<file path="src/fraction_reduce_macros.svh">
// ----------------------------------------------------------------------------
// fraction_reduce_macros.svh
// Assertion macros shared by the fraction reduction RTL. They compile to
// nothing when SYNTHESIS is defined.
// ----------------------------------------------------------------------------
`ifndef FRACTION_REDUCE_MACROS_SVH
`define FRACTION_REDUCE_MACROS_SVH

`ifndef SYNTHESIS

// Same-cycle implication, checked at every rising edge out of reset
`define FRD_ASSERT_NOW(label, clk, rst_n, ante, cons) \
    label: assert property (@(posedge clk) disable iff (!(rst_n)) (ante) |-> (cons)) \
        else $error("fraction_reduce: assertion failed");

// Next-cycle implication
`define FRD_ASSERT_NEXT(label, clk, rst_n, ante, cons) \
    label: assert property (@(posedge clk) disable iff (!(rst_n)) (ante) |=> (cons)) \
        else $error("fraction_reduce: assertion failed");

`else

`define FRD_ASSERT_NOW(label, clk, rst_n, ante, cons)
`define FRD_ASSERT_NEXT(label, clk, rst_n, ante, cons)

`endif

`endif

</file>
<file path="src/frd_pkg.sv">
`timescale 1ns / 1ps
// ----------------------------------------------------------------------------
// frd_pkg
// Widths, controller states and the command/status bundles that join the
// fraction reduction controller and datapath.
// ----------------------------------------------------------------------------
package frd_pkg;

    localparam int DATA_WIDTH = 32;
    // magnitude width: the most negative input is saturated away
    localparam int MAG_W      = DATA_WIDTH - 1;
    localparam int K_W        = $clog2(MAG_W);
    localparam int CNT_W      = $clog2(MAG_W);

    typedef enum logic [2:0] {
        S_IDLE,
        S_GCD,
        S_DIV_TOP,
        S_DIV_BOT,
        S_DONE
    } t_state;

    typedef struct packed {
        logic load;       // capture an input word
        logic gcd_step;   // one binary GCD step
        logic div_init;   // latch the divisor, start on the numerator
        logic div_step;   // one restoring division step
        logic save_top;   // keep numerator quotient, start on denominator
        logic save_bot;   // keep denominator quotient
        logic out_load;   // move the result into the output register
    } t_dp_cmd;

    typedef struct packed {
        logic bad;        // denominator was zero
        logic gcd_done;   // one GCD operand reached zero
        logic div_last;   // final division step this cycle
        logic out_free;   // output register can take a word
    } t_dp_status;

endpackage

</file>
<file path="src/frd_ctrl.sv">
`timescale 1ns / 1ps
// ----------------------------------------------------------------------------
// frd_ctrl
// Sequencer: accept, binary GCD, two restoring divisions, hand-off to the
// output register.
// ----------------------------------------------------------------------------
module frd_ctrl
    import frd_pkg::*;
(
    input  logic       i_clk,
    input  logic       i_rst_n,
    input  logic       i_in_valid,
    output logic       o_in_ready,
    input  t_dp_status i_status,
    output t_dp_cmd    o_cmd
);

    t_state r_state;
    t_state n_state;

    // state register
    always_ff @(posedge i_clk) begin
        if (!i_rst_n) begin
            r_state <= S_IDLE;
        end else begin
            r_state <= n_state;
        end
    end

    // next state
    always_comb begin
        n_state = r_state;
        case (r_state)
            S_IDLE: begin
                if (i_in_valid) n_state = S_GCD;
            end
            S_GCD: begin
                if (i_status.bad)           n_state = S_DONE;
                else if (i_status.gcd_done) n_state = S_DIV_TOP;
            end
            S_DIV_TOP: begin
                if (i_status.div_last) n_state = S_DIV_BOT;
            end
            S_DIV_BOT: begin
                if (i_status.div_last) n_state = S_DONE;
            end
            S_DONE: begin
                if (i_status.out_free) n_state = S_IDLE;
            end
            default: n_state = S_IDLE;
        endcase
    end

    // outputs
    always_comb begin
        o_cmd      = '0;
        o_in_ready = 1'b0;
        case (r_state)
            S_IDLE: begin
                o_in_ready = 1'b1;
                o_cmd.load = i_in_valid;
            end
            S_GCD: begin
                if (!i_status.bad) begin
                    o_cmd.gcd_step = !i_status.gcd_done;
                    o_cmd.div_init = i_status.gcd_done;
                end
            end
            S_DIV_TOP: begin
                o_cmd.div_step = 1'b1;
                o_cmd.save_top = i_status.div_last;
            end
            S_DIV_BOT: begin
                o_cmd.div_step = 1'b1;
                o_cmd.save_bot = i_status.div_last;
            end
            S_DONE: begin
                o_cmd.out_load = i_status.out_free;
            end
            default: begin
                o_cmd = '0;
            end
        endcase
    end

endmodule

</file>
<file path="config.mk">
export PLATFORM = sky130hd
export DESIGN_NAME = frd_ctrl
export DESIGN_NICKNAME = d
export VERILOG_FILES = /design/src/fraction_reduce_macros.svh /design/src/frd_pkg.sv /design/src/frd_ctrl.sv
export SDC_FILE = /design/constraint.sdc
export NUM_CORES = 1
export LEC_CHECK = 0
export BUFFER_PORTS_ARGS = -buffer_cell sky130_fd_sc_hd__buf_4
export CORE_AREA = 2 2 39 41
export CTS_CLUSTER_DIAMETER = 100
export DETAILED_ROUTE_END_ITERATION = 10
export DIE_AREA = 0 0 41 43
export GPL_ROUTABILITY_DRIVEN = 0
export GPL_TIMING_DRIVEN = 0
export PLACE_DENSITY_LB_ADDON = 0.05
export SLEW_MARGIN = 20
export SYNTH_ARGS = -nofsm -noshare
export SYNTH_HDL_FRONTEND = slang
export SYNTH_SLANG_ARGS = --single-unit
</file>
<file path="constraint.sdc">
create_clock -name i_clk -period 1.3 [get_ports i_clk]
set_clock_uncertainty 0.15 [all_clocks]
set_input_delay 0.26 -clock i_clk [delete_from_list [all_inputs] [get_ports i_clk]]
set_output_delay 0.26 -clock i_clk [all_outputs]
set_load 0.05 [all_outputs]
</file>
==> results.md, run 1 <==
- Status: finished, violations left
- Failing checks: setup timing
- Via density: around 4.3
- First-pass detailed-route iteration total: 4
- Worst Path Buf+Inv: 2
- Flops & latches, synth: 3
- Largest stage delay, worst path: roughly 0.35 ns
- Gate power share: 44.2%
- Placeable Area: approximately 0.0014 sq mm
- Grt ovf: 0
- Rel. slew slack: 83.9%
- Ant diodes: 0
- Largest registers: r_state: 3 flops
- Largest Register: r_state
- Root buffer cell: clkbuf_4
- Rows: 14
- Max FFs per register: 3
- H-Tree Depth: 1
- Tightest Pin Transition: roughly 0.24 ns
- Die area: between 0.0015 and 0.002 sq mm
- Hold Crit Class: in2reg
- Wirelength per Cell: between 10 and 15 um
- Slowest-stage cell, CP: dfxtp_2
- Starting Density: around 17%
- Yosys warning count: 0
- Final-layout fill cell count: about 150
- # setup viols final: 9
- Worst Path Arrival: between 1 and 1.5 ns
- Worst setup margin: -0.325 ns
- Port Buf Inserts: 14
- Clock latency on the worst-skew pair: ~0.24 ns
- Die height: between 40 and 50 um
- Pleak: between 0.2 and 0.25 nW
- DR iter-0 viols: 6
- Final #Nets: 63
- Fmax: 0.615 GHz
- Clk pwr share: approximately a third
- Int Power: approximately 0.33 mW
- Largest net degree at the start of global routing: 9
- Critical R2R Launch: r_state[1]
- Post-Syn Nets: 37
- Vias in the first global route: ~320
- Post-Syn Area per Cell: 7.76 sq um
- VDD IR max: around 0.53 mV
- Worst Path Required: between 0.8 and 0.9 ns
- Routed via count: between 300 and 400
- Initial antenna violation count: 0
- Sw Pwr: 0.183 mW
- Fin. max-slew vios: 0
- Total Power: 0.510 mW
- Area growth syn-to-layout: 150%
- Max-cap violations: 0
- Synth cell types: 18
- Global-route wire length before repair: roughly 1400 um
- CP max FO: 8
- Tmin final: 1.63 ns
- Pwr dens: 877 mW/mm^2
- Worst setup EP type: output port
- Final hold violation count: 0
- Hold Startpoint: i_rst_n
- Die Wd: approximately 41 um
- Hold buffers post-CTS: 0
- Clk buf depth: 2
- Layout cells sized above 1: between 70 and 80%
- RSZ-0062 raised after global routing: yes
- DR DRC count: 0
- WL final: ~830 um
- Detailed placement HPWL: 551 um
- Sequential area share after synthesis: about 26%
- Setup TNS: -2.11 ns
- Crit path max-delay family: flip-flops
- Seq pwr share: 23.1%
- Net Sw Frac: ~36%
- Mapped Cells: 30
- Clock sinks: 3
- Total track usage: approximately an eighth
- Core Util, Final: between 40% and 50%
- CTS buffer count: 3
- Crit Path Category: reg2out
- Synth Cell Area: approximately 230 sq um
- CTS tree: yes
- Startpoint types: register
- Final worst path period share: 125%
- Worst path cell trace: buf_6 > nor2b_4 > and3b_2 > buf_8
- Ports: 15
- Antenna viol nets, final: 0
- Worst Setup SP: r_state[1]
- Clk slew on worst S/H paths: approximately 0.040 ns
## Yosys cell counts
cell type / instances / area, sq um
or3_4: 1 / 11.3
a21oi_1: 1 / 5.00
nand2b_1: 4 / 25.0
a211oi_1: 1 / 7.51
buf_2: 2 / 10.0
o21a_1: 1 / 7.51
nand2_1: 3 / 11.3
nor4bb_1: 1 / 10.0
nor3_1: 1 / 5.00
a32oi_1: 1 / 8.76
nor4b_1: 1 / 8.76
and3b_1: 1 / 8.76
nor2b_1: 1 / 6.26
dfxtp_1: 3 / 60.1
and2b_1: 1 / 7.51
and2_1: 1 / 6.26
nor2_1: 5 / 18.8
a311oi_2: 1 / 15.0
## final timing paths
check        depth (start not counted)  slack, ns         end
max                                  4      -0.33    o_cmd[2]
min                                  2       0.08  r_state[2]
max reg2reg                          6      -0.06  r_state[0]
min reg2reg                          2       0.48  r_state[0]
## final cells by class
type	count	area [sq um]	area share [%]
Buffer	1	11.3	1.94
Clock buffer	4	26.3	4.52
Multi-Input combinational cell	25	240	41.3
Sequential cell	3	66.3	11.4
Tap cell	16	20.0	3.44
Timing Repair Buffer	22	218	37.4
## layer usage
metal	global-route usage, %	vias up	share of wire, %
met3	3.14	2	5.6
li1	-	155	-
met1	14.4	136	41
met5	0	-	0
met2	16.9	11	52
met4	10.0	0	0.96
## repair_timing
item | 4_1_cts | 5_1_grt
endpoints found under the setup margin | 8 | 10
gates cloned | 0 | 0
endpoints found under the hold margin | 0 | 0
buffers inserted | 6 | 2
gates resized for setup | 14 | 7
pin swaps | 4 | 2
## power groups by stage
stage          registers [mW]  logic [mW]  clock network [mW]
6_report                0.118       0.226               0.167
5_1_grt                 0.120       0.238               0.188
4_1_cts                 0.107       0.236               0.181
3_5_place_dp            0.108       0.190                   0
3_3_place_gp            0.108       0.190                   0
2_1_floorplan           0.106       0.141                   0
## kinds of logic after synthesis
logic type	Yosys count	synth area share (%)
AND/OR/NAND/NOR	20	51.1
AO/OA/AOI/OAI	5	18.8
flip-flops	3	25.8
buffers and inverters	2	4.30
## through the flow
step / area [sq um] / hold WS, ns / std cells / setup slack (ns)
after floorplan: 310 / 0.228 / 30 / -0.368
after CTS: 558 / 0.0721 / 70 / -0.326
after global routing: 582 / 0.0766 / 71 / -0.372
after detailed placement: 435 / 0.329 / 60 / -0.203
after global placement: 435 / 0.333 / 60 / -0.195
final: 582 / 0.0833 / 71 / -0.325
## cell usage in the layout, fill, tap and decap left out, drive strengths merged
cell / netlist / final
buf: 2 / 23
nor2: 5 / 5
nand2b: 4 / 4
clkbuf: 0 / 4
nand2: 3 / 3
dfxtp: 3 / 3
nor3: 1 / 1
nor2b: 1 / 1
or3: 1 / 1
and2: 1 / 1
and3b: 1 / 1
nor4bb: 1 / 1
a32oi: 1 / 1
and2b: 1 / 1
a211oi: 1 / 1
a311oi: 1 / 1
nor4b: 1 / 1
a21oi: 1 / 1
o21a: 1 / 1
## worst reg2reg max path, cell delays in order, from the launching register on
cell      delay [ns]
dfxtp_2         0.33
buf_6           0.14
buf_4           0.13
buf_6           0.10
buf_4           0.13
a211oi_2        0.19
a311oi_2        0.07
(Power assumes the default switching activity.)
==> run 2: changes to the inputs <==
--- a/config.mk
+++ b/config.mk
@@ -5,14 +5,15 @@
 export SDC_FILE = /design/constraint.sdc
 export NUM_CORES = 1
 export LEC_CHECK = 0
+export ABC_AREA = 1
 export BUFFER_PORTS_ARGS = -buffer_cell sky130_fd_sc_hd__buf_4
 export CORE_AREA = 2 2 39 41
-export CTS_CLUSTER_DIAMETER = 100
 export DETAILED_ROUTE_END_ITERATION = 10
 export DIE_AREA = 0 0 41 43
 export GPL_ROUTABILITY_DRIVEN = 0
 export GPL_TIMING_DRIVEN = 0
 export PLACE_DENSITY_LB_ADDON = 0.05
+export RECOVER_POWER = 25
 export SLEW_MARGIN = 20
 export SYNTH_ARGS = -nofsm -noshare
 export SYNTH_HDL_FRONTEND = slang
==> run 2 against run 1 <==
The run still ends with setup timing left. Cell count grew 15%. Clock power is 5% lower. Sequential cell count stayed put. Total power is 120% higher. Cell area is 1.7% higher. Routed wire length fell by 15%. Worst setup slack improved by 0.085 ns. Die area stayed put. Critical path depth unchanged. Non-clock buffer count fell by 5.
==> results.md, run 2 <==
- Status: finished, violations left (unchanged)
- Failing checks: setup timing (unchanged)
- Max-cap violations: 0 (unchanged)
- Setup TNS: -1.80 ns (was -2.11 ns)
- Wirelength per Cell: 8.62 um (was 11.7 um)
- Worst Path Required: 0.89 ns (about the same)
- Routed via count: 327 (was 304)
- Final #Nets: 74 (was 63)
- Antenna viol nets, final: 0 (unchanged)
- Worst Path Arrival: 1.13 ns (was 1.22 ns)
- Synth Cell Area: 258 sq um (was 233 sq um)
- Final hold violation count: 0 (unchanged)
- Worst Path Buf+Inv: 1 (was 2)
- Tmin final: 1.54 ns (was 1.63 ns)
- Post-Syn Nets: 51 (was 37)
- Ports: 15 (unchanged)
- Crit Path Category: reg2out (unchanged)
- Area leader, netlist: dfxtp_1 (unchanged)
- Largest stage delay, worst path: 0.37 ns (was 0.35 ns)
- Crit path max-delay family: simple AND/OR/NAND/NOR gates (was flip-flops)
- Dpl cell area: 449 sq um (was 435 sq um)
- Cell count along the critical path: 4 (unchanged)
- Synth Area in Adders: 0% (unchanged)
- Hold buffers post-CTS: 0 (unchanged)
- Total Power: 1.11 mW (was 0.510 mW)
- Post-synth top cells: nor2_1, inv_1, nand2_1, inv_2, nand3_1 (was nor2_1, nand2b_1, dfxtp_1, nand2_1, buf_2)
- Largest family of logic cells by synthesized area: simple AND/OR/NAND/NOR gates (unchanged)
- Fin. max-slew vios: 0 (unchanged)
- Port Buf Inserts: 14 (unchanged)
- CP max FO: 5 (was 8)
- # setup viols final: 10 (was 9)
- Max FFs per register: 3 (unchanged)
- Pleak: 0.269 nW (was 0.240 nW)
- Final worst path period share: 118% (was 125%)
- Largest registers: r_state: 3 flops (unchanged)
- Post-synth EDFFs: 0 (unchanged)
- Yosys warning count: 0 (unchanged)
- Rel. slew slack: 86.1% (was 83.9%)
- Placed Cells: 74 (was 60)
- DR iter-0 viols: 1 (was 6)
- XOR/XNOR share of the synthesized area: 0% (unchanged)
- Synth cell types: 14 (was 18)
- FFs w/ async S/R, synth: 0% (unchanged)
- Slowest-stage cell, CP: dfxtp_4 (was dfxtp_2)
- Global-route wire length before repair: 1230 um (was 1380 um)
- Post-Syn Area per Cell: 5.86 sq um (was 7.76 sq um)
- DR DRC count: 0 (unchanged)
- Total track usage: 10.0% (was 12.0%)
- Finished Layout Cells: 82 (was 71)
- Count leader, synth: nor2_1 (unchanged)
- Worst setup EP type: output port (unchanged)
- Synth top area share: 23.3% (was 25.8%)
- Commonest non-fill, non-tap cells in the layout: buf_4, nor2_4, buf_6 (was buf_4, buf_6, buf_8)
- Pwr dens: 1870 mW/mm^2 (was 877 mW/mm^2)
- Layout cells sized above 1: 72.7% (was 78.2%)
- Hold Crit Class: in2reg (unchanged)
- Sequential area share after synthesis: 23.3% (was 25.8%)
- Finished Cell Area: 592 sq um (was 582 sq um)
- Most used cell, CP: nor2_4
- Die Wd: 41 um (unchanged)
- Fmax: 0.649 GHz (was 0.615 GHz)
- Startpoint types: register (unchanged)
- Post-Synth Simple-Gate Area: 56.8% (was 51.1%)
- Main synth FF type: dfxtp_1 (unchanged)
- Placeable Area: 0.00138 sq mm (unchanged)
- Grt ovf: 0 (unchanged)
- RSZ-0062 raised after global routing: yes (unchanged)
- Clock sinks: 3 (unchanged)
- Tightest Pin Transition: 0.206 ns (was 0.239 ns)
- Worst path cell trace: nor2_4 > nand2_4 > nor2_4 > buf_6 (was buf_6 > nor2b_4 > and3b_2 > buf_8)
- Met3 WL: 44 um (was 47 um)
- Via density: 3.99 (was 4.28)
- Rows: 14 (unchanged)
- Mapped Cells: 44 (was 30)
- Metal2 WL: 356 um (was 432 um)
- Initial antenna violation count: 0 (unchanged)
- Clock latency on the worst-skew pair: 0.23 ns (was 0.24 ns)
- Root buffer cell: clkbuf_4 (unchanged)
- Compound-Gate Fraction of Synth Area: 3.88% (was 18.8%)
- Worst hold path stage count: 3 (was 2)
- Largest net degree at the start of global routing: 7 (was 9)
- H-Tree Depth: 1 (unchanged)
- Vias in the first global route: 300 (was 317)
- Die height: 43 um (unchanged)
- Top sig layer: met3 (was met4)
- R2R cell count: 9 (was 6)
- VDD IR max: 1.05 mV (was 0.529 mV)
- Cells taking the most area after synthesis: dfxtp_1, nor2_1, nand3_1 (was dfxtp_1, nand2b_1, nor2_1)
- CTS buffer count: 3 (unchanged)
- Ant diodes: 0 (unchanged)
- Post-synthesis mux area share: 0% (unchanged)
- Detailed placement HPWL: 538 um (was 551 um)
- WL final: 707 um (was 834 um)
- Clk buf depth: 2 (unchanged)
- Largest Register: r_state (unchanged)
- CTS tree: yes (unchanged)
- Die area: 0.00176 sq mm (unchanged)
- Metal-1 WL: 305 um (was 345 um)
- Clk slew on worst S/H paths: 0.04 ns (about the same)
- Flops & latches, synth: 3 (unchanged)
- First-pass detailed-route iteration total: 2 (was 4)
- Area growth syn-to-layout: 130% (was 150%)
- Worst setup margin: -0.240 ns (was -0.325 ns)
- Starting Density: 18.6% (was 16.8%)
- Commonest non-fill, non-tap cell in the layout: buf_4 (unchanged)
==> run 2: changes by cell type after synthesis, sizes merged, moves of 2 or more <==
cell / before / now
nor2: 5 / 10
nand2: 3 / 9
nand3: 0 / 6
buf: 2 / 0
inv: 0 / 11
nand2b: 4 / 0
==> run 2: worst paths after layout <==
path | slack (ns) | to | startpoint
max | -0.24 | o_cmd[2] | r_state[2]
min | 0.12 | r_state[0] | i_rst_n
max reg2reg | -0.05 | r_state[0] | r_state[2]
min reg2reg | 0.42 | r_state[2] | r_state[2]
==> run 2: cell type report <==
| type | instances | area [sq um] |
|---|---|---|
| clock buffers | 4 | 26.3 |
| fillers | 143 | 792 |
| inverters | 11 | 51.3 |
| multi-input cells | 30 | 246 |
| flip-flops and latches | 3 | 71.3 |
| well taps | 16 | 20.0 |
| repair buffers | 18 | 176 |
==> run 2: cells by family (layout without fill, tap and decap cells) <==
logic type | after synthesis | count (layout)
AO/OA/AOI/OAI | 2 | 2
buffers and inverters | 11 | 33
flip-flops | 3 | 3
AND/OR/NAND/NOR | 28 | 28
==> run 2: what timing repair did <==
action,4_1_cts,5_1_grt
gates resized for setup,21,2
pin swaps,7,4
setup endpoints to repair,10,11
buffers inserted,3,1
==> run 2: per-layer routing <==
metal  up-vias  track usage [%]
met2         8             14.4
met3         0             6.28
met4         0                0
li1        180                -
met1       139             13.5
met5         -                0
==> run 2: power by group <==
part / switching, mW / internal [mW]
logic: 0.443 / 0.305
registers: 0.0723 / 0.130
clock network: 0.0446 / 0.115
==> run 2: worst min-delay path, delay by kind of cell <==
| family | cells | cell delay (ns) |
|---|---|---|
| AND/OR/NAND/NOR | 2 | 0.11 |
| buffers and inverters | 1 | 0.08 |
==> run 2: through the flow <==
step,hold slack [ns],setup WS (ns),util [%]
detailed placement,0.355,-0.106,32.5
floorplan,0.234,-0.114,-
global placement,0.359,-0.124,32.5
global route,0.134,-0.299,42.8
finish,0.119,-0.240,42.8
CTS,0.119,-0.250,41.9
==> run 3: changes to the inputs <==
==> constraint.sdc (replaced) <==
create_clock -name i_clk -period 1.7 [get_ports i_clk]
set_clock_uncertainty 0.15 [all_clocks]
set_input_delay 0.34 -clock i_clk [delete_from_list [all_inputs] [get_ports i_clk]]
set_output_delay 0.34 -clock i_clk [all_outputs]
set_load 0.05 [all_outputs]
==> run 3 against run 2 <==
The flow now finishes without violations. Critical path depth did not move. Sequential share of layout area up 2.2 points. Clock power fell by 22%. Critical path type unchanged. Largest power group unchanged.
==> results.md, run 3 (synthesis gave the netlist of run 2 again) <==
- Status: finished clean (was finished, violations left)
- Final Hold Slack: 0.197 ns (was 0.119 ns)
- Commonest non-fill, non-tap cell in the layout: buf_4 (unchanged)
- Die Wd: 41 um (unchanged)
- Placeable Area: 0.00138 sq mm (unchanged)
- Area growth syn-to-layout: 80.1% (was 130%)
- Finished Layout Cells: 78 (was 82)
- Wirelength per Cell: 8.59 um (was 8.62 um)
- Worst Path Buf+Inv: 2 (was 1)
- Fin. max-slew vios: 0 (unchanged)
- Sw Pwr: 0.366 mW (was 0.559 mW)
- Seq pwr share: 21.0% (was 18.3%)
- DR DRC count: 0 (unchanged)
- Final-layout fill cell count: 156 (was 143)
- Final #Nets: 70 (was 74)
- # setup viols final: 0 (was 10)
- Pleak: 0.244 nW (was 0.269 nW)
- Tightest Pin Transition: 0.185 ns (was 0.206 ns)
- Clock sinks: 3 (unchanged)
- Clk pwr share: 18.0% (was 14.4%)
- Clock latency on the worst-skew pair: 0.23 ns (about the same)
- Via density: 4.09 (was 3.99)
- R2R cell count: 7 (was 9)
- Fmax: 0.611 GHz
- H-Tree Depth: 1 (unchanged)
- Rows: 14 (unchanged)
- Placed Cells: 74 (unchanged)
- Ant diodes: 0 (unchanged)
- Gate power share: 61.0% (was 67.4%)
- Cell count along the critical path: 4 (unchanged)
- Worst path cell trace: inv_2 > nand3_1 > nand2_4 > buf_4 (was nor2_4 > nand2_4 > nor2_4 > buf_6)
- Grt ovf: 0 (unchanged)
- Int Power: 0.322 mW (was 0.550 mW)
- Multi-input logic area: 201 sq um (was 246 sq um)
- CTS buffer count: 3 (unchanged)
- Max FFs per register: 3 (unchanged)
- Root buffer cell: clkbuf_4 (unchanged)
- Routed via count: 319 (was 327)
- Clk buf depth: 2 (unchanged)
- CP max FO: 5 (unchanged)
- Crit path max-delay family: flip-flops (was simple AND/OR/NAND/NOR gates)
- Largest net degree at the start of global routing: 7 (unchanged)
- Layout cells sized above 1: 62.9% (was 72.7%)
- VDD IR max: 0.741 mV (was 1.05 mV)
- Max-cap violations: 0 (unchanged)
- Tmin final: roughly 1.6 ns
- Place WS: 0.140 ns (was -0.106 ns)
- Commonest non-fill, non-tap cells in the layout: buf_4, inv_1, nand2_1, nor2_2, inv_2 (was buf_4, nor2_4, buf_6)
- First-pass detailed-route iteration total: 2 (unchanged)
- Antenna viol nets, final: 0 (unchanged)
- DR iter-0 viols: 2 (was 1)
- WL final: 670 um (was 707 um)
- Worst hold path stage count: 3 (unchanged)
- Final worst path period share: between 90% and 100%
- Worst setup margin: 0.0627 ns (was -0.240 ns)
- Worst Path Arrival: 1.15 ns (was 1.13 ns)
- Initial antenna violation count: 0 (unchanged)
- Register area: 66.3 sq um (was 71.3 sq um)
- Detailed placement HPWL: 538 um (about the same)
- Net Sw Frac: 53.2% (was 50.4%)
- RSZ-0062 raised after global routing: yes (unchanged)
- Largest stage delay, worst path: 0.36 ns (was 0.37 ns)
- Rel. slew slack: 87.6% (was 86.1%)
- Slowest-stage cell, CP: dfxtp_2 (was dfxtp_4)
- Startpoint types: register (unchanged)
- Largest Register: r_state (unchanged)
- Total Power: 0.688 mW (was 1.11 mW)
- Ports: 15 (unchanged)
- Postcts setup bufs: 0 (was 3)
- Reg2Reg Setup Slack: 0.40 ns (was -0.05 ns)
- Worst Path Required: 1.21 ns (was 0.89 ns)
- Vias in the first global route: 276 (was 300)
- Crit Path Category: reg2out (unchanged)
- Hold Crit Class: in2reg (unchanged)
- CTS tree: yes (unchanged)
- Largest registers: r_state: 3 flops (unchanged)
- Port Buf Inserts: 14 (unchanged)
- Die height: 43 um (unchanged)
- Setup TNS: 0 ns (was -1.80 ns)
- Clk slew on worst S/H paths: 0.04 ns (about the same)
- Starting Density: 18.6% (unchanged)
- Pwr dens: 1480 mW/mm^2 (was 1870 mW/mm^2)
- Hold buffers post-CTS: 0 (unchanged)
- Final hold violation count: 0 (unchanged)
- Die area: 0.00176 sq mm (unchanged)
- Worst setup EP type: output port (unchanged)
- Global-route wire length before repair: 1010 um (was 1230 um)
- Total track usage: 8.43% (was 10.0%)
run 3: cell count changes in the layout (fill, tap and decap cells not counted), moves of 3 or more:
cell,delta
nor2_4,-5
buf_8,-3
buf_6,-4
nor2_2,+5
buf_4,+3
run 3: worst register-to-register path, stage by stage, from the launching register on:
cell and delay [ns]:
dfxtp_2 0.41, inv_2 0.07, nand3_1 0.15, nand2_4 0.08, nand2_4 0.07, nand3_2 0.08
nor2_1 0.12, nor2_2 0.05
run 3: final cells by class:
| class | instances | area share (%) |
|---|---|---|
| inverter | 11 | 8.89 |
| tap | 16 | 4.31 |
| sequential | 3 | 14.3 |
| multi-input combinational | 30 | 43.4 |
| timing repair buffer | 14 | 23.5 |
| clock buffer | 4 | 5.66 |
run 3: power groups by stage:
stage | clock network [mW] | registers, mW | logic (mW)
after global routing | 0.139 | 0.146 | 0.451
after global placement | 0 | 0.131 | 0.405
after floorplan | 0 | 0.122 | 0.308
after CTS | 0.130 | 0.141 | 0.407
final | 0.124 | 0.144 | 0.420
after detailed placement | 0 | 0.130 | 0.401
run 3: path summary, 6_finish.rpt:
check / to / start
setup reg to reg: r_state[0] / r_state[2]
setup / recovery: o_cmd[3] / r_state[2]
hold / removal: r_state[0] / i_rst_n
hold reg to reg: r_state[2] / r_state[2]
run 3: metrics by stage:
stage | cell area, sq um | util (%)
3_3_place_gp | 408 | 29.5
4_1_cts | 447 | 32.3
2_1_floorplan | 283 | -
3_5_place_dp | 408 | 29.5
6_report | 464 | 33.5
5_1_grt | 464 | 33.5
run 3: what timing repair did:
action	CTS	global route
endpoints found under the setup margin	6	7
gates resized for setup	5	5
gates cloned	0	0
run 3: metal layers:
layer,track usage (%),wire length (um),share of wire [%],up-vias
met4,0,0,0,0
met2,11.3,317,47,7
met3,6.28,48,7.2,0
met1,11.5,303,45,141
li1,-,-,-,171
met5,0,0,0,-
